`src/rtl/rrs_pkg.sv`:
```
package rrs_pkg;

  localparam int unsigned MAX_PIXELS = 1024;
  localparam int unsigned MAX_RUNS   = 64;
  localparam int unsigned PIXEL_BITS = 8;
  localparam int unsigned PAT_LEN    = 5;

  localparam int unsigned VALUE_SPAN = 1 << PIXEL_BITS;
  localparam int unsigned POS_W      = $clog2(MAX_PIXELS + 1);
  localparam int unsigned START_W    = $clog2(MAX_PIXELS);
  localparam int unsigned LEN_W      = POS_W;
  localparam int unsigned CNT_W      = $clog2(MAX_RUNS + 1);
  localparam int unsigned IDX_W      = $clog2(MAX_RUNS);
  localparam int unsigned TYPE_W     = CNT_W;

  localparam int unsigned APB_DW     = 32;
  localparam int unsigned APB_AW     = $clog2(PAT_LEN * 4);
  localparam int unsigned REG_IDX_W  = APB_AW - 2;
  // Number of pattern registers; register indexes at or above it are unmapped.
  localparam logic [REG_IDX_W-1:0] REG_COUNT = REG_IDX_W'(PAT_LEN);

  typedef logic [TYPE_W-1:0] type_t;
  typedef type_t [PAT_LEN-1:0] pat_t;

  // Element 0 is the first position of the window.
  localparam pat_t PAT_RESET = {TYPE_W'(1), TYPE_W'(3), TYPE_W'(2), TYPE_W'(3), TYPE_W'(1)};

  typedef struct packed {
    logic [PIXEL_BITS-1:0] value;
    logic [START_W-1:0]    start;
    logic [LEN_W-1:0]      len;
  } run_rec_t;

  typedef struct packed {
    logic [CNT_W-1:0] run_cnt;
    logic             overflow;
  } ld_status_t;

  typedef struct packed {
    logic [CNT_W-1:0]   segment_index;
    logic [TYPE_W-1:0]  segment_type;
    logic [LEN_W-1:0]   pixel_count;
    logic [START_W-1:0] midpoint;
    logic               pattern_found;
    logic               overflow;
    logic               last_segment;
  } seg_t;

endpackage

```
`src/rtl/rrs_pixel_if.sv`:
```
interface rrs_pixel_if import rrs_pkg::*; ();
  logic                  valid;
  logic                  ready;
  logic [PIXEL_BITS-1:0] pixel_value;
  logic                  last_pixel;

  modport source (output valid, output pixel_value, output last_pixel, input ready);
  modport sink (input valid, input pixel_value, input last_pixel, output ready);
endinterface

```
`src/rtl/rrs_seg_if.sv`:
```
interface rrs_seg_if import rrs_pkg::*; ();
  logic               valid;
  logic               ready;
  logic [CNT_W-1:0]   segment_index;
  logic [TYPE_W-1:0]  segment_type;
  logic [LEN_W-1:0]   pixel_count;
  logic [START_W-1:0] midpoint;
  logic               pattern_found;
  logic               overflow;
  logic               last_segment;

  modport source (output valid, output segment_index, output segment_type,
                  output pixel_count, output midpoint, output pattern_found,
                  output overflow, output last_segment, input ready);
  modport sink (input valid, input segment_index, input segment_type,
                input pixel_count, input midpoint, input pattern_found,
                input overflow, input last_segment, output ready);
endinterface

```
`src/rtl/rrs_ram.sv`:
```
module rrs_ram #(
  parameter int unsigned WIDTH = 8,
  parameter int unsigned DEPTH = 64
) (
  input  logic                     clk_i,
  input  logic                     we_i,
  input  logic [$clog2(DEPTH)-1:0] waddr_i,
  input  logic [WIDTH-1:0]         wdata_i,
  input  logic [$clog2(DEPTH)-1:0] raddr_i,
  output logic [WIDTH-1:0]         rdata_o
);

  logic [WIDTH-1:0] mem_q [DEPTH];
  logic [WIDTH-1:0] rdata_q;

  always_ff @(posedge clk_i) begin
    if (we_i) begin
      mem_q[waddr_i] <= wdata_i;
    end
    rdata_q <= mem_q[raddr_i];
  end

  assign rdata_o = rdata_q;

endmodule

```
`src/rtl/rrs_cfg.sv`:
```
module rrs_cfg import rrs_pkg::*; (
  input  logic              clk_i,
  input  logic              rst_ni,
  input  logic              psel,
  input  logic              penable,
  input  logic              pwrite,
  input  logic [APB_AW-1:0] paddr,
  input  logic [APB_DW-1:0] pwdata,
  output logic [APB_DW-1:0] prdata,
  output logic              pready,
  output pat_t              pattern_o
);

  pat_t                 pat_q;
  pat_t                 pat_d;
  logic [REG_IDX_W-1:0] reg_idx;
  logic                 reg_hit;

  assign reg_idx = paddr[APB_AW-1:2];
  assign reg_hit = reg_idx < REG_COUNT;
  assign pready  = 1'b1;

  always_comb begin
    pat_d = pat_q;
    if (psel && penable && pwrite && reg_hit) begin
      pat_d[reg_idx] = pwdata[TYPE_W-1:0];
    end
  end

  always_comb begin
    prdata = '0;
    if (reg_hit) begin
      prdata = APB_DW'(pat_q[reg_idx]);
    end
  end

  always_ff @(posedge clk_i or negedge rst_ni) begin
    if (!rst_ni) begin
      pat_q <= PAT_RESET;
    end else begin
      pat_q <= pat_d;
    end
  end

  assign pattern_o = pat_q;

endmodule

```
`src/rtl/rrs_loader.sv`:
```
module rrs_loader import rrs_pkg::*; (
  input  logic                  clk_i,
  input  logic                  rst_ni,
  input  logic                  take_i,
  input  logic [PIXEL_BITS-1:0] value_i,
  input  logic                  clear_i,
  input  logic                  map_clr_i,
  input  logic [PIXEL_BITS-1:0] map_clr_idx_i,
  input  logic [PIXEL_BITS-1:0] map_idx_i,
  input  logic [IDX_W-1:0]      rd_idx_i,
  output logic                  map_bit_o,
  output ld_status_t            status_o,
  output run_rec_t              rd_o
);

  logic [POS_W-1:0]      pos_q, pos_d;
  logic [CNT_W-1:0]      cnt_q, cnt_d;
  logic                  ovf_q, ovf_d;
  logic [PIXEL_BITS-1:0] cur_val_q, cur_val_d;
  logic [LEN_W-1:0]      cur_len_q, cur_len_d;

  logic                  new_run;
  logic                  open_run;
  logic                  grow;
  logic [CNT_W-1:0]      cnt_m1;
  logic [IDX_W-1:0]      len_waddr;
  logic [LEN_W-1:0]      len_wdata;
  logic [PIXEL_BITS-1:0] map_waddr;
  logic [PIXEL_BITS+START_W-1:0] run_rdata;

  assign new_run = (cnt_q == '0) || (value_i != cur_val_q);
  assign cnt_m1  = cnt_q - CNT_W'(1);

  always_comb begin
    pos_d     = pos_q;
    cnt_d     = cnt_q;
    ovf_d     = ovf_q;
    cur_val_d = cur_val_q;
    cur_len_d = cur_len_q;
    open_run  = 1'b0;
    grow      = 1'b0;
    if (take_i && !ovf_q) begin
      priority if (pos_q >= POS_W'(MAX_PIXELS)) begin
        ovf_d = 1'b1;
      end else if (new_run && (cnt_q >= CNT_W'(MAX_RUNS))) begin
        ovf_d = 1'b1;
      end else if (new_run) begin
        open_run  = 1'b1;
        cnt_d     = cnt_q + CNT_W'(1);
        cur_val_d = value_i;
        cur_len_d = LEN_W'(1);
        pos_d     = pos_q + POS_W'(1);
      end else begin
        grow      = 1'b1;
        cur_len_d = cur_len_q + LEN_W'(1);
        pos_d     = pos_q + POS_W'(1);
      end
    end
    if (clear_i) begin
      pos_d     = '0;
      cnt_d     = '0;
      ovf_d     = 1'b0;
      cur_val_d = '0;
      cur_len_d = '0;
    end
  end

  always_ff @(posedge clk_i or negedge rst_ni) begin
    if (!rst_ni) begin
      pos_q     <= '0;
      cnt_q     <= '0;
      ovf_q     <= 1'b0;
      cur_val_q <= '0;
      cur_len_q <= '0;
    end else begin
      pos_q     <= pos_d;
      cnt_q     <= cnt_d;
      ovf_q     <= ovf_d;
      cur_val_q <= cur_val_d;
      cur_len_q <= cur_len_d;
    end
  end

  // A new run writes at the next free slot; a longer run rewrites its own slot.
  assign len_waddr = open_run ? cnt_q[IDX_W-1:0] : cnt_m1[IDX_W-1:0];
  assign len_wdata = open_run ? LEN_W'(1) : cur_len_q + LEN_W'(1);

  // Mark a value when a run opens; zero entries while the map is walked.
  assign map_waddr = open_run ? value_i : map_clr_idx_i;

  rrs_ram #(
    .WIDTH (PIXEL_BITS + START_W),
    .DEPTH (MAX_RUNS)
  ) u_run_ram (
    .clk_i   (clk_i),
    .we_i    (open_run),
    .waddr_i (cnt_q[IDX_W-1:0]),
    .wdata_i ({value_i, pos_q[START_W-1:0]}),
    .raddr_i (rd_idx_i),
    .rdata_o (run_rdata)
  );

  rrs_ram #(
    .WIDTH (LEN_W),
    .DEPTH (MAX_RUNS)
  ) u_len_ram (
    .clk_i   (clk_i),
    .we_i    (open_run || grow),
    .waddr_i (len_waddr),
    .wdata_i (len_wdata),
    .raddr_i (rd_idx_i),
    .rdata_o (rd_o.len)
  );

  rrs_ram #(
    .WIDTH (1),
    .DEPTH (VALUE_SPAN)
  ) u_map_ram (
    .clk_i   (clk_i),
    .we_i    (open_run || map_clr_i),
    .waddr_i (map_waddr),
    .wdata_i (open_run),
    .raddr_i (map_idx_i),
    .rdata_o (map_bit_o)
  );

  assign rd_o.value = run_rdata[PIXEL_BITS+START_W-1:START_W];
  assign rd_o.start = run_rdata[START_W-1:0];

  assign status_o.run_cnt = cnt_q;
  assign status_o.overflow = ovf_q;

endmodule

```
`src/rtl/row_run_segmenter_pattern_match_core.sv`:
```
// Channel  | Direction | Payload                                   | Handshake
// pix_i    | in        | pixel_value, last_pixel                   | valid/ready
// seg_o    | out       | segment_index, segment_type, pixel_count, | valid/ready
//          |           | midpoint, pattern_found, overflow,        |
//          |           | last_segment                              |
// APB      | in        | pattern registers at byte address 4*i     | psel/penable, pready=1
//
// Sequence: pixels of a row are taken one per cycle while in LOAD. After the
// last pixel a PRIME state primes the value map read, then the rank sweep
// walks the 2**PIXEL_BITS value map (zeroing each entry as it goes), then a
// type pass steps each run through VAL, RANK and USE and the emit pass through
// VAL, RANK, USE and HOLD (one shared value-to-rank read path), then CLEAR.
// Reset: asynchronous, active low; an INIT pass then zeroes the value map,
// and pixel requests are held off until it ends.
// Stalls: a held result simply waits in the output register.
module row_run_segmenter_pattern_match_core import rrs_pkg::*; (
  input  logic              clk_i,
  input  logic              rst_ni,
  rrs_pixel_if.sink         pix_i,
  rrs_seg_if.source         seg_o,
  input  logic              psel,
  input  logic              penable,
  input  logic              pwrite,
  input  logic [APB_AW-1:0] paddr,
  input  logic [APB_DW-1:0] pwdata,
  output logic [APB_DW-1:0] prdata,
  output logic              pready
);

  // Sequencer: INIT zeroes the value map, LOAD takes pixels, PRIME and SWEEP
  // build the rank table, then VAL/RANK/USE walk the runs twice (types and
  // match, then results), HOLD waits on the sink, CLEAR drops the row state.
  typedef enum logic [3:0] {
    S_INIT,
    S_LOAD,
    S_PRIME,
    S_SWEEP,
    S_VAL,
    S_RANK,
    S_USE,
    S_HOLD,
    S_CLEAR
  } state_e;

  state_e                state_q, state_d;
  logic [PIXEL_BITS-1:0] u_q, u_d;
  type_t                 acc_q, acc_d;
  logic [IDX_W-1:0]      k_q, k_d;
  logic                  emit_q, emit_d;
  logic                  found_q, found_d;
  pat_t                  win_q, win_d;
  seg_t                  out_q, out_d;
  logic                  out_valid_q, out_valid_d;

  pat_t       pattern;
  logic       pix_take;
  logic       clear;
  logic       map_clr;
  logic       rank_we;
  logic       map_bit;
  ld_status_t status;
  run_rec_t   rec;
  type_t      run_type;
  pat_t       win_shift;
  logic       k_last;
  logic [CNT_W-1:0] k_next;

  rrs_cfg u_cfg (
    .clk_i     (clk_i),
    .rst_ni    (rst_ni),
    .psel      (psel),
    .penable   (penable),
    .pwrite    (pwrite),
    .paddr     (paddr),
    .pwdata    (pwdata),
    .prdata    (prdata),
    .pready    (pready),
    .pattern_o (pattern)
  );

  assign pix_i.ready = (state_q == S_LOAD);
  assign pix_take    = pix_i.valid && pix_i.ready;

  // The map is read one value ahead (u_d), so its registered bit lines up
  // with u_q during the sweep; u_q is also the entry being zeroed.
  rrs_loader u_loader (
    .clk_i         (clk_i),
    .rst_ni        (rst_ni),
    .take_i        (pix_take),
    .value_i       (pix_i.pixel_value),
    .clear_i       (clear),
    .map_clr_i     (map_clr),
    .map_clr_idx_i (u_q),
    .map_idx_i     (u_d),
    .rd_idx_i      (k_q),
    .map_bit_o     (map_bit),
    .status_o      (status),
    .rd_o          (rec)
  );

  // Rank table: entry v holds 1 plus the count of present values below v.
  // Its read address is the stored run value, so the type of run k comes through
  // the registered run RAM read and then this registered read, in time for S_USE.
  rrs_ram #(
    .WIDTH (TYPE_W),
    .DEPTH (VALUE_SPAN)
  ) u_rank_ram (
    .clk_i   (clk_i),
    .we_i    (rank_we),
    .waddr_i (u_q),
    .wdata_i (acc_q + TYPE_W'(1)),
    .raddr_i (rec.value),
    .rdata_o (run_type)
  );

  // Oldest type sits in element 0, lining up with the first pattern position.
  assign win_shift = {run_type, win_q[PAT_LEN-1:1]};
  assign k_next    = CNT_W'(k_q) + CNT_W'(1);
  assign k_last    = (k_next == status.run_cnt);

  always_comb begin
    state_d     = state_q;
    u_d         = u_q;
    acc_d       = acc_q;
    k_d         = k_q;
    emit_d      = emit_q;
    found_d     = found_q;
    win_d       = win_q;
    out_d       = out_q;
    out_valid_d = out_valid_q;
    clear       = 1'b0;
    map_clr     = 1'b0;
    rank_we     = 1'b0;
    unique case (state_q)
      S_INIT: begin
        // Zero the value map once after reset; u wraps back to 0 at the end.
        map_clr = 1'b1;
        u_d     = u_q + PIXEL_BITS'(1);
        if (u_q == '1) begin
          state_d = S_LOAD;
        end
      end
      S_LOAD: begin
        if (pix_take && pix_i.last_pixel) begin
          u_d     = '0;
          acc_d   = '0;
          state_d = S_PRIME;
        end
      end
      S_PRIME: begin
        // Issue the read of value 0 after the last pixel's map write landed.
        state_d = S_SWEEP;
      end
      S_SWEEP: begin
        // Write the rank for value u, count u if it occurred, then zero it.
        rank_we = 1'b1;
        map_clr = 1'b1;
        acc_d   = acc_q + TYPE_W'(map_bit);
        u_d     = u_q + PIXEL_BITS'(1);
        if (u_q == '1) begin
          k_d     = '0;
          emit_d  = 1'b0;
          found_d = 1'b0;
          state_d = (status.run_cnt == '0) ? S_CLEAR : S_VAL;
        end
      end
      S_VAL: begin
        state_d = S_RANK;
      end
      S_RANK: begin
        state_d = S_USE;
      end
      S_USE: begin
        if (!emit_q) begin
          // Type pass: slide the window and check it once it is full.
          win_d = win_shift;
          if ((k_q >= IDX_W'(PAT_LEN - 1)) && (win_shift == pattern)) begin
            found_d = 1'b1;
          end
          if (k_last) begin
            k_d    = '0;
            emit_d = 1'b1;
          end else begin
            k_d = k_next[IDX_W-1:0];
          end
          state_d = S_VAL;
        end else begin
          out_d.segment_index = k_next;
          out_d.segment_type  = run_type;
          out_d.pixel_count   = rec.len;
          out_d.midpoint      = rec.start + START_W'((rec.len - LEN_W'(1)) >> 1);
          out_d.pattern_found = found_q;
          out_d.overflow      = status.overflow;
          out_d.last_segment  = k_last;
          out_valid_d         = 1'b1;
          state_d             = S_HOLD;
        end
      end
      S_HOLD: begin
        if (seg_o.ready) begin
          out_valid_d = 1'b0;
          if (out_q.last_segment) begin
            state_d = S_CLEAR;
          end else begin
            k_d     = k_next[IDX_W-1:0];
            state_d = S_VAL;
          end
        end
      end
      S_CLEAR: begin
        // Drop all per-row state before the next row.
        clear   = 1'b1;
        state_d = S_LOAD;
      end
      default: begin
        state_d = S_LOAD;
      end
    endcase
  end

  always_ff @(posedge clk_i or negedge rst_ni) begin
    if (!rst_ni) begin
      state_q     <= S_INIT;
      u_q         <= '0;
      acc_q       <= '0;
      k_q         <= '0;
      emit_q      <= 1'b0;
      found_q     <= 1'b0;
      win_q       <= '0;
      out_q       <= '0;
      out_valid_q <= 1'b0;
    end else begin
      state_q     <= state_d;
      u_q         <= u_d;
      acc_q       <= acc_d;
      k_q         <= k_d;
      emit_q      <= emit_d;
      found_q     <= found_d;
      win_q       <= win_d;
      out_q       <= out_d;
      out_valid_q <= out_valid_d;
    end
  end

  assign seg_o.valid         = out_valid_q;
  assign seg_o.segment_index = out_q.segment_index;
  assign seg_o.segment_type  = out_q.segment_type;
  assign seg_o.pixel_count   = out_q.pixel_count;
  assign seg_o.midpoint      = out_q.midpoint;
  assign seg_o.pattern_found = out_q.pattern_found;
  assign seg_o.overflow      = out_q.overflow;
  assign seg_o.last_segment  = out_q.last_segment;

endmodule
```
`src/flat_wrapper.sv`:
```
// flat-port wrapper written by rule: the top's interface ports become plain ports
module row_run_segmenter_pattern_match_core_flat import rrs_pkg::*;
  (clk_i, rst_ni, psel, penable, pwrite, paddr, pwdata, prdata, pready, pix_i_valid, pix_i_pixel_value, pix_i_last_pixel, pix_i_ready, seg_o_valid, seg_o_segment_index, seg_o_segment_type, seg_o_pixel_count, seg_o_midpoint, seg_o_pattern_found, seg_o_overflow, seg_o_last_segment, seg_o_ready);
  rrs_pixel_if pix_i_i ();
  rrs_seg_if seg_o_i ();
  input  logic clk_i;
  input  logic rst_ni;
  input  logic psel;
  input  logic penable;
  input  logic pwrite;
  input  logic [APB_AW-1:0] paddr;
  input  logic [APB_DW-1:0] pwdata;
  output logic [APB_DW-1:0] prdata;
  output logic pready;
  input wire logic [$bits(pix_i_i.valid)-1:0] pix_i_valid;
  input wire logic [$bits(pix_i_i.pixel_value)-1:0] pix_i_pixel_value;
  input wire logic [$bits(pix_i_i.last_pixel)-1:0] pix_i_last_pixel;
  output wire logic [$bits(pix_i_i.ready)-1:0] pix_i_ready;
  output wire logic [$bits(seg_o_i.valid)-1:0] seg_o_valid;
  output wire logic [$bits(seg_o_i.segment_index)-1:0] seg_o_segment_index;
  output wire logic [$bits(seg_o_i.segment_type)-1:0] seg_o_segment_type;
  output wire logic [$bits(seg_o_i.pixel_count)-1:0] seg_o_pixel_count;
  output wire logic [$bits(seg_o_i.midpoint)-1:0] seg_o_midpoint;
  output wire logic [$bits(seg_o_i.pattern_found)-1:0] seg_o_pattern_found;
  output wire logic [$bits(seg_o_i.overflow)-1:0] seg_o_overflow;
  output wire logic [$bits(seg_o_i.last_segment)-1:0] seg_o_last_segment;
  input wire logic [$bits(seg_o_i.ready)-1:0] seg_o_ready;
  assign pix_i_i.valid = pix_i_valid;
  assign pix_i_i.pixel_value = pix_i_pixel_value;
  assign pix_i_i.last_pixel = pix_i_last_pixel;
  assign pix_i_ready = pix_i_i.ready;
  assign seg_o_valid = seg_o_i.valid;
  assign seg_o_segment_index = seg_o_i.segment_index;
  assign seg_o_segment_type = seg_o_i.segment_type;
  assign seg_o_pixel_count = seg_o_i.pixel_count;
  assign seg_o_midpoint = seg_o_i.midpoint;
  assign seg_o_pattern_found = seg_o_i.pattern_found;
  assign seg_o_overflow = seg_o_i.overflow;
  assign seg_o_last_segment = seg_o_i.last_segment;
  assign seg_o_i.ready = seg_o_ready;
  row_run_segmenter_pattern_match_core u_core (.clk_i(clk_i), .rst_ni(rst_ni), .pix_i(pix_i_i), .seg_o(seg_o_i), .psel(psel), .penable(penable), .pwrite(pwrite), .paddr(paddr), .pwdata(pwdata), .prdata(prdata), .pready(pready));
endmodule
```
`config.mk`:
```
export PLATFORM = sky130hd
export DESIGN_NAME = row_run_segmenter_pattern_match_core_flat
export DESIGN_NICKNAME = d
export VERILOG_FILES = /design/src/rtl/rrs_pkg.sv /design/src/rtl/rrs_pixel_if.sv /design/src/rtl/rrs_seg_if.sv /design/src/rtl/rrs_ram.sv /design/src/rtl/rrs_cfg.sv /design/src/rtl/rrs_loader.sv /design/src/rtl/row_run_segmenter_pattern_match_core.sv /design/src/flat_wrapper.sv
export SDC_FILE = /design/constraint.sdc
export NUM_CORES = 2
export LEC_CHECK = 0
export BUFFER_PORTS_ARGS = -buffer_cell sky130_fd_sc_hd__buf_2
export CAP_MARGIN = 20
export CORE_UTILIZATION = 63
export DETAILED_ROUTE_END_ITERATION = 8
export PLACE_DENSITY = 0.77
export RECOVER_POWER = 25
export REMOVE_ABC_BUFFERS = 1
export SYNTH_ARGS = -nofsm -noshare
export SYNTH_HDL_FRONTEND = slang
export SYNTH_SLANG_ARGS = --single-unit
export TNS_END_PERCENT = 20
```
`constraint.sdc`:
```
create_clock -name clk_i -period 11.2 [get_ports clk_i]
set_input_delay 2.24 -clock clk_i [delete_from_list [all_inputs] [get_ports clk_i]]
set_output_delay 2.24 -clock clk_i [all_outputs]
set_load 0.02 [all_outputs]
```
==> flow_summary.toml <==
[synthesis]
syn-instance-count = 7649
synth_area_leaders = "edfxtp_1 (73%), mux4_2 (17%), dfrtp_1 (2.5%), nor2_1 (1.7%), nand2_1 (0.75%)"
netlist_area_um2 = 161000
synth-seq-cells = 4108
synthArstFlopShare_pct = 4.07
ys_seq_area_share_pct = 75.7
synth_top_flop_cell = "edfxtp_1"
ys_warn_count = 0
yosys.area.top_type = "edfxtp_1"
synth_most_common_cell = "edfxtp_1"
synth.avg_cell_area_um2 = 21.1
ys_types = 71
synthTopCellsByCount = "edfxtp_1 (3904), mux4_2 (1200), nor2_1 (714), nand2_1 (323), clkbuf_1 (251)"
synth_top_area_share_pct = 72.7
synth_edf_count = 3904

[timing]
max_slew.worst_pin.slew_ns = 6.40
slew_violations = 1937
fin_skew_ns = 0.0925
fmax_mhz = 122
tns_ns = 0
whs_ns = 0.471
fin_crit_ns = 8.22
setup_ws_ns = 2.98
maxSlewHeadroom_pct = -329
setup_viol = 0
hold_viol_final = 0
period_share_pct = 73.4
rsz0062_at_grt = "false"

[cts]
holdBufCountCts = 0
clk_latency_ns = 1.01
root_buffer = "clkbuf_16"
cts_resized = 0
cts_tree = "yes"
cts_buffers = 407
post-cts-setup-buffers = 0
cts_max_level = 5
cts.sinks = 4108
ctsLongestPathBuffers = 4
path_clk_slew_ns = 0.06

[drt]
drt_first_pass_iters = 6
ant_nets = 0
drtIter0Drc = 10300
post-route-drc-count = 0
routed_wl_mm = 391
routed-via-count = 79800
wire_per_inst_um = 33.7
viasPerCell = 6.90

[setup_path]
r2r_start = "u_core.acc_q[0]"
crit_slowest_cell = "clkbuf_1"
regToRegEndpoint = "u_core.u_rank_ram.mem_q[177][0]"
start_kind = "primary input"
cpPeakStageDelay_ns = 2.33
path_class = "in -> reg"
crit_fanout = 209
path_cells = "clkbuf_1, clkbuf_1, xor2_1, nor4_1, nand3_1, nand2_2, buf_4, inv_8, nor3_1, mux2i_1, o22ai_1, nand2b_1, nor2_1"
crit_path_end_kind = "flop"
cp.arrival_ns = 8.80
reg2reg_slack_ns = 3.33
cp_common_cell = "clkbuf_1"
crit_buf_inv = 4
worstRegToRegCells = 2
crit_family = "buffers and inverters"
cp.required_ns = 11.78

[global_route]
grt_pass1_vias = 81400
grtUsageMet2_pct = 50.7
grt_max_degree = 257
grt_util_all_layers_pct = 30.5
grt_util_met3_pct = 5.28
met1_usage_pct = 40.6
antenna_found_initial = 15
grt_pass1_wl_mm = 563
busiest_layer = "met2"
grt_overflow = 0

[place]
place_ws_ns = 3.84
gp_congestion = 0.814
placed_cell_area_um2 = 166000
io_buffers = 72
dp_hpwl_mm = 206

[power_and_ir_drop]
p_per_area_nw_per_um2 = 219
p_leak_nw = 56.7
ir_worst_vdd_mv = 0.187
total_power_w = 0.0390

[min_path]
hold_class = "reg -> reg"
whs_endpoint = "u_core.seg_o.segment_type[2]"
min_path_cells = 2
min_from = "u_core.seg_o.segment_type[2]"

[floorplan]
die_w_um = 508
initial_core_util_pct = 63.4
die_y_um = 508
dieArea_um2 = 258000
num_rows = 185
core_um2 = 254000
ios = 126

[cells_and_area]
area_delta_synth_final_pct = 10.7
nets = 7964
fill_cells = 14300
layout-drive-gt1-share_pct = 26.5
post-route-cell-area_um2 = 178000

[status]
run_status = "finished with violations"
violations = "capacitance limit, slew limit"

[flow_run]
maxCapViolCount = 30
-- area by class of cell --
cell class	instances	area, µm²	share of cell area, %
repair buffers	270	1960	1.10
diodes	7	17.5	0.00981
flip-flops and latches	4108	122000	68.5
well taps	3366	4210	2.36
inverters	33	133	0.0743
multi-input cells	3066	37400	20.9
clock inverters	209	1880	1.05
clock buffers	513	10700	5.99
-- layout by cell type, fill, tap and decap left out, drive strengths merged, types with 10 or more instances in the layout --
| cell type | Yosys | final |
|---|---|---|
| edfxtp | 3904 | 3904 |
| mux4 | 1200 | 1200 |
| nor2 | 715 | 715 |
| clkbuf | 252 | 546 |
| nand2 | 323 | 323 |
| buf | 214 | 237 |
| clkinv | 1 | 163 |
| dfrtp | 160 | 160 |
| nand3 | 106 | 106 |
| a21oi | 96 | 96 |
| mux2i | 81 | 81 |
| mux2 | 70 | 70 |
| o21ai | 62 | 62 |
| xor2 | 48 | 48 |
| xnor2 | 47 | 47 |
| dfxtp | 37 | 37 |
| inv | 32 | 37 |
| o221ai | 35 | 35 |
| bufinv | 0 | 32 |
| conb | 2 | 26 |
| ha | 24 | 24 |
| nor4 | 22 | 22 |
| nand2b | 20 | 20 |
| nand4 | 17 | 17 |
| and3 | 16 | 16 |
| nor2b | 16 | 16 |
| o22ai | 16 | 16 |
| or3 | 12 | 12 |
| nor3 | 12 | 12 |
| o31ai | 11 | 11 |
| clkinvlp | 0 | 10 |
-- metal layers --
metal | share of wire [%] | up-vias
met5 | 0.028 | -
met4 | 4.8 | 16
met3 | 9.0 | 935
met2 | 51 | 5131
met1 | 35 | 41900
li1 | - | 31800
-- flip-flops by register name (all words and copies together) (netlist names), 10 cells and up --
| name | count |
|---|---|
| u_core.u_loader.u_run_ram.mem_q | 1152 |
| u_core.u_loader.u_map_ram.mem_q | 256 |
| u_core.u_loader.u_len_ram.mem_q | 704 |
| u_core.u_loader.pos_q | 11 |
| u_core.u_loader.u_len_ram.rdata_o | 11 |
| u_core.u_loader.u_run_ram.rdata_o | 18 |
| u_core.u_rank_ram.mem_q | 1792 |
| u_core.seg_o.midpoint | 10 |
| u_core.u_cfg.pattern_o | 35 |
| u_core.u_loader.cur_len_q | 11 |
| u_core.seg_o.pixel_count | 11 |
| u_core.win_q | 28 |
-- where the power goes --
group          internal, W  switching (W)  leakage [nW]
combinational      0.00288        0.00456          11.8
clock              0.00747        0.00564          6.14
sequential          0.0180       0.000452          38.8
total               0.0284         0.0107          56.7
-- logic make-up (layout without fill, tap and decap cells) --
logic type                 after synthesis  count (layout)  share of synthesized area [%]
buffers and inverters                  499            1025                           1.36
muxes                                 1351            1351                           17.7
and+or+nand+nor                       1290            1290                           3.33
AOI/OAI and AO/OA                      279             279                           1.11
DFF                                   4108            4108                           75.7
xor gates and xnor gates                95              95                          0.516
other                                    2              33                        0.00466
adders and majority gates               25              25                          0.199
-- worst max-delay path by stage --
stage,from,end,slack (ns),cells past startpoint
2_1_floorplan,u_core.k_q[0],u_core.k_q[0],-9.39,8
3_3_place_gp,pix_i_pixel_value[6],u_core.u_loader.u_len_ram.mem_q[32][2],3.99,13
3_5_place_dp,pix_i_pixel_value[6],u_core.u_loader.u_len_ram.mem_q[36][2],3.84,13
4_1_cts,pix_i_pixel_value[6],u_core.u_loader.u_len_ram.mem_q[32][3],4.83,13
5_1_grt,pix_i_pixel_value[6],u_core.u_loader.u_len_ram.mem_q[38][8],2.59,13
6_report,pix_i_pixel_value[6],u_core.u_loader.u_len_ram.mem_q[20][6],2.98,13
-- tightest hold or removal path: stages, from the launching register on --
cell and delay [ns]:
dfrtp_1 0.34, nand2_1 0.05, nand2_1 0.05
-- metrics by stage --
stage | util [%] | instances
final | 70.2 | 11600
after global routing | 70.2 | 11600
after CTS | 70.1 | 11500
after detailed placement | 65.2 | 10800
after global placement | 65.2 | 10800
after floorplan | - | 7207
Note: power is estimated with default switching activity, not from simulation.
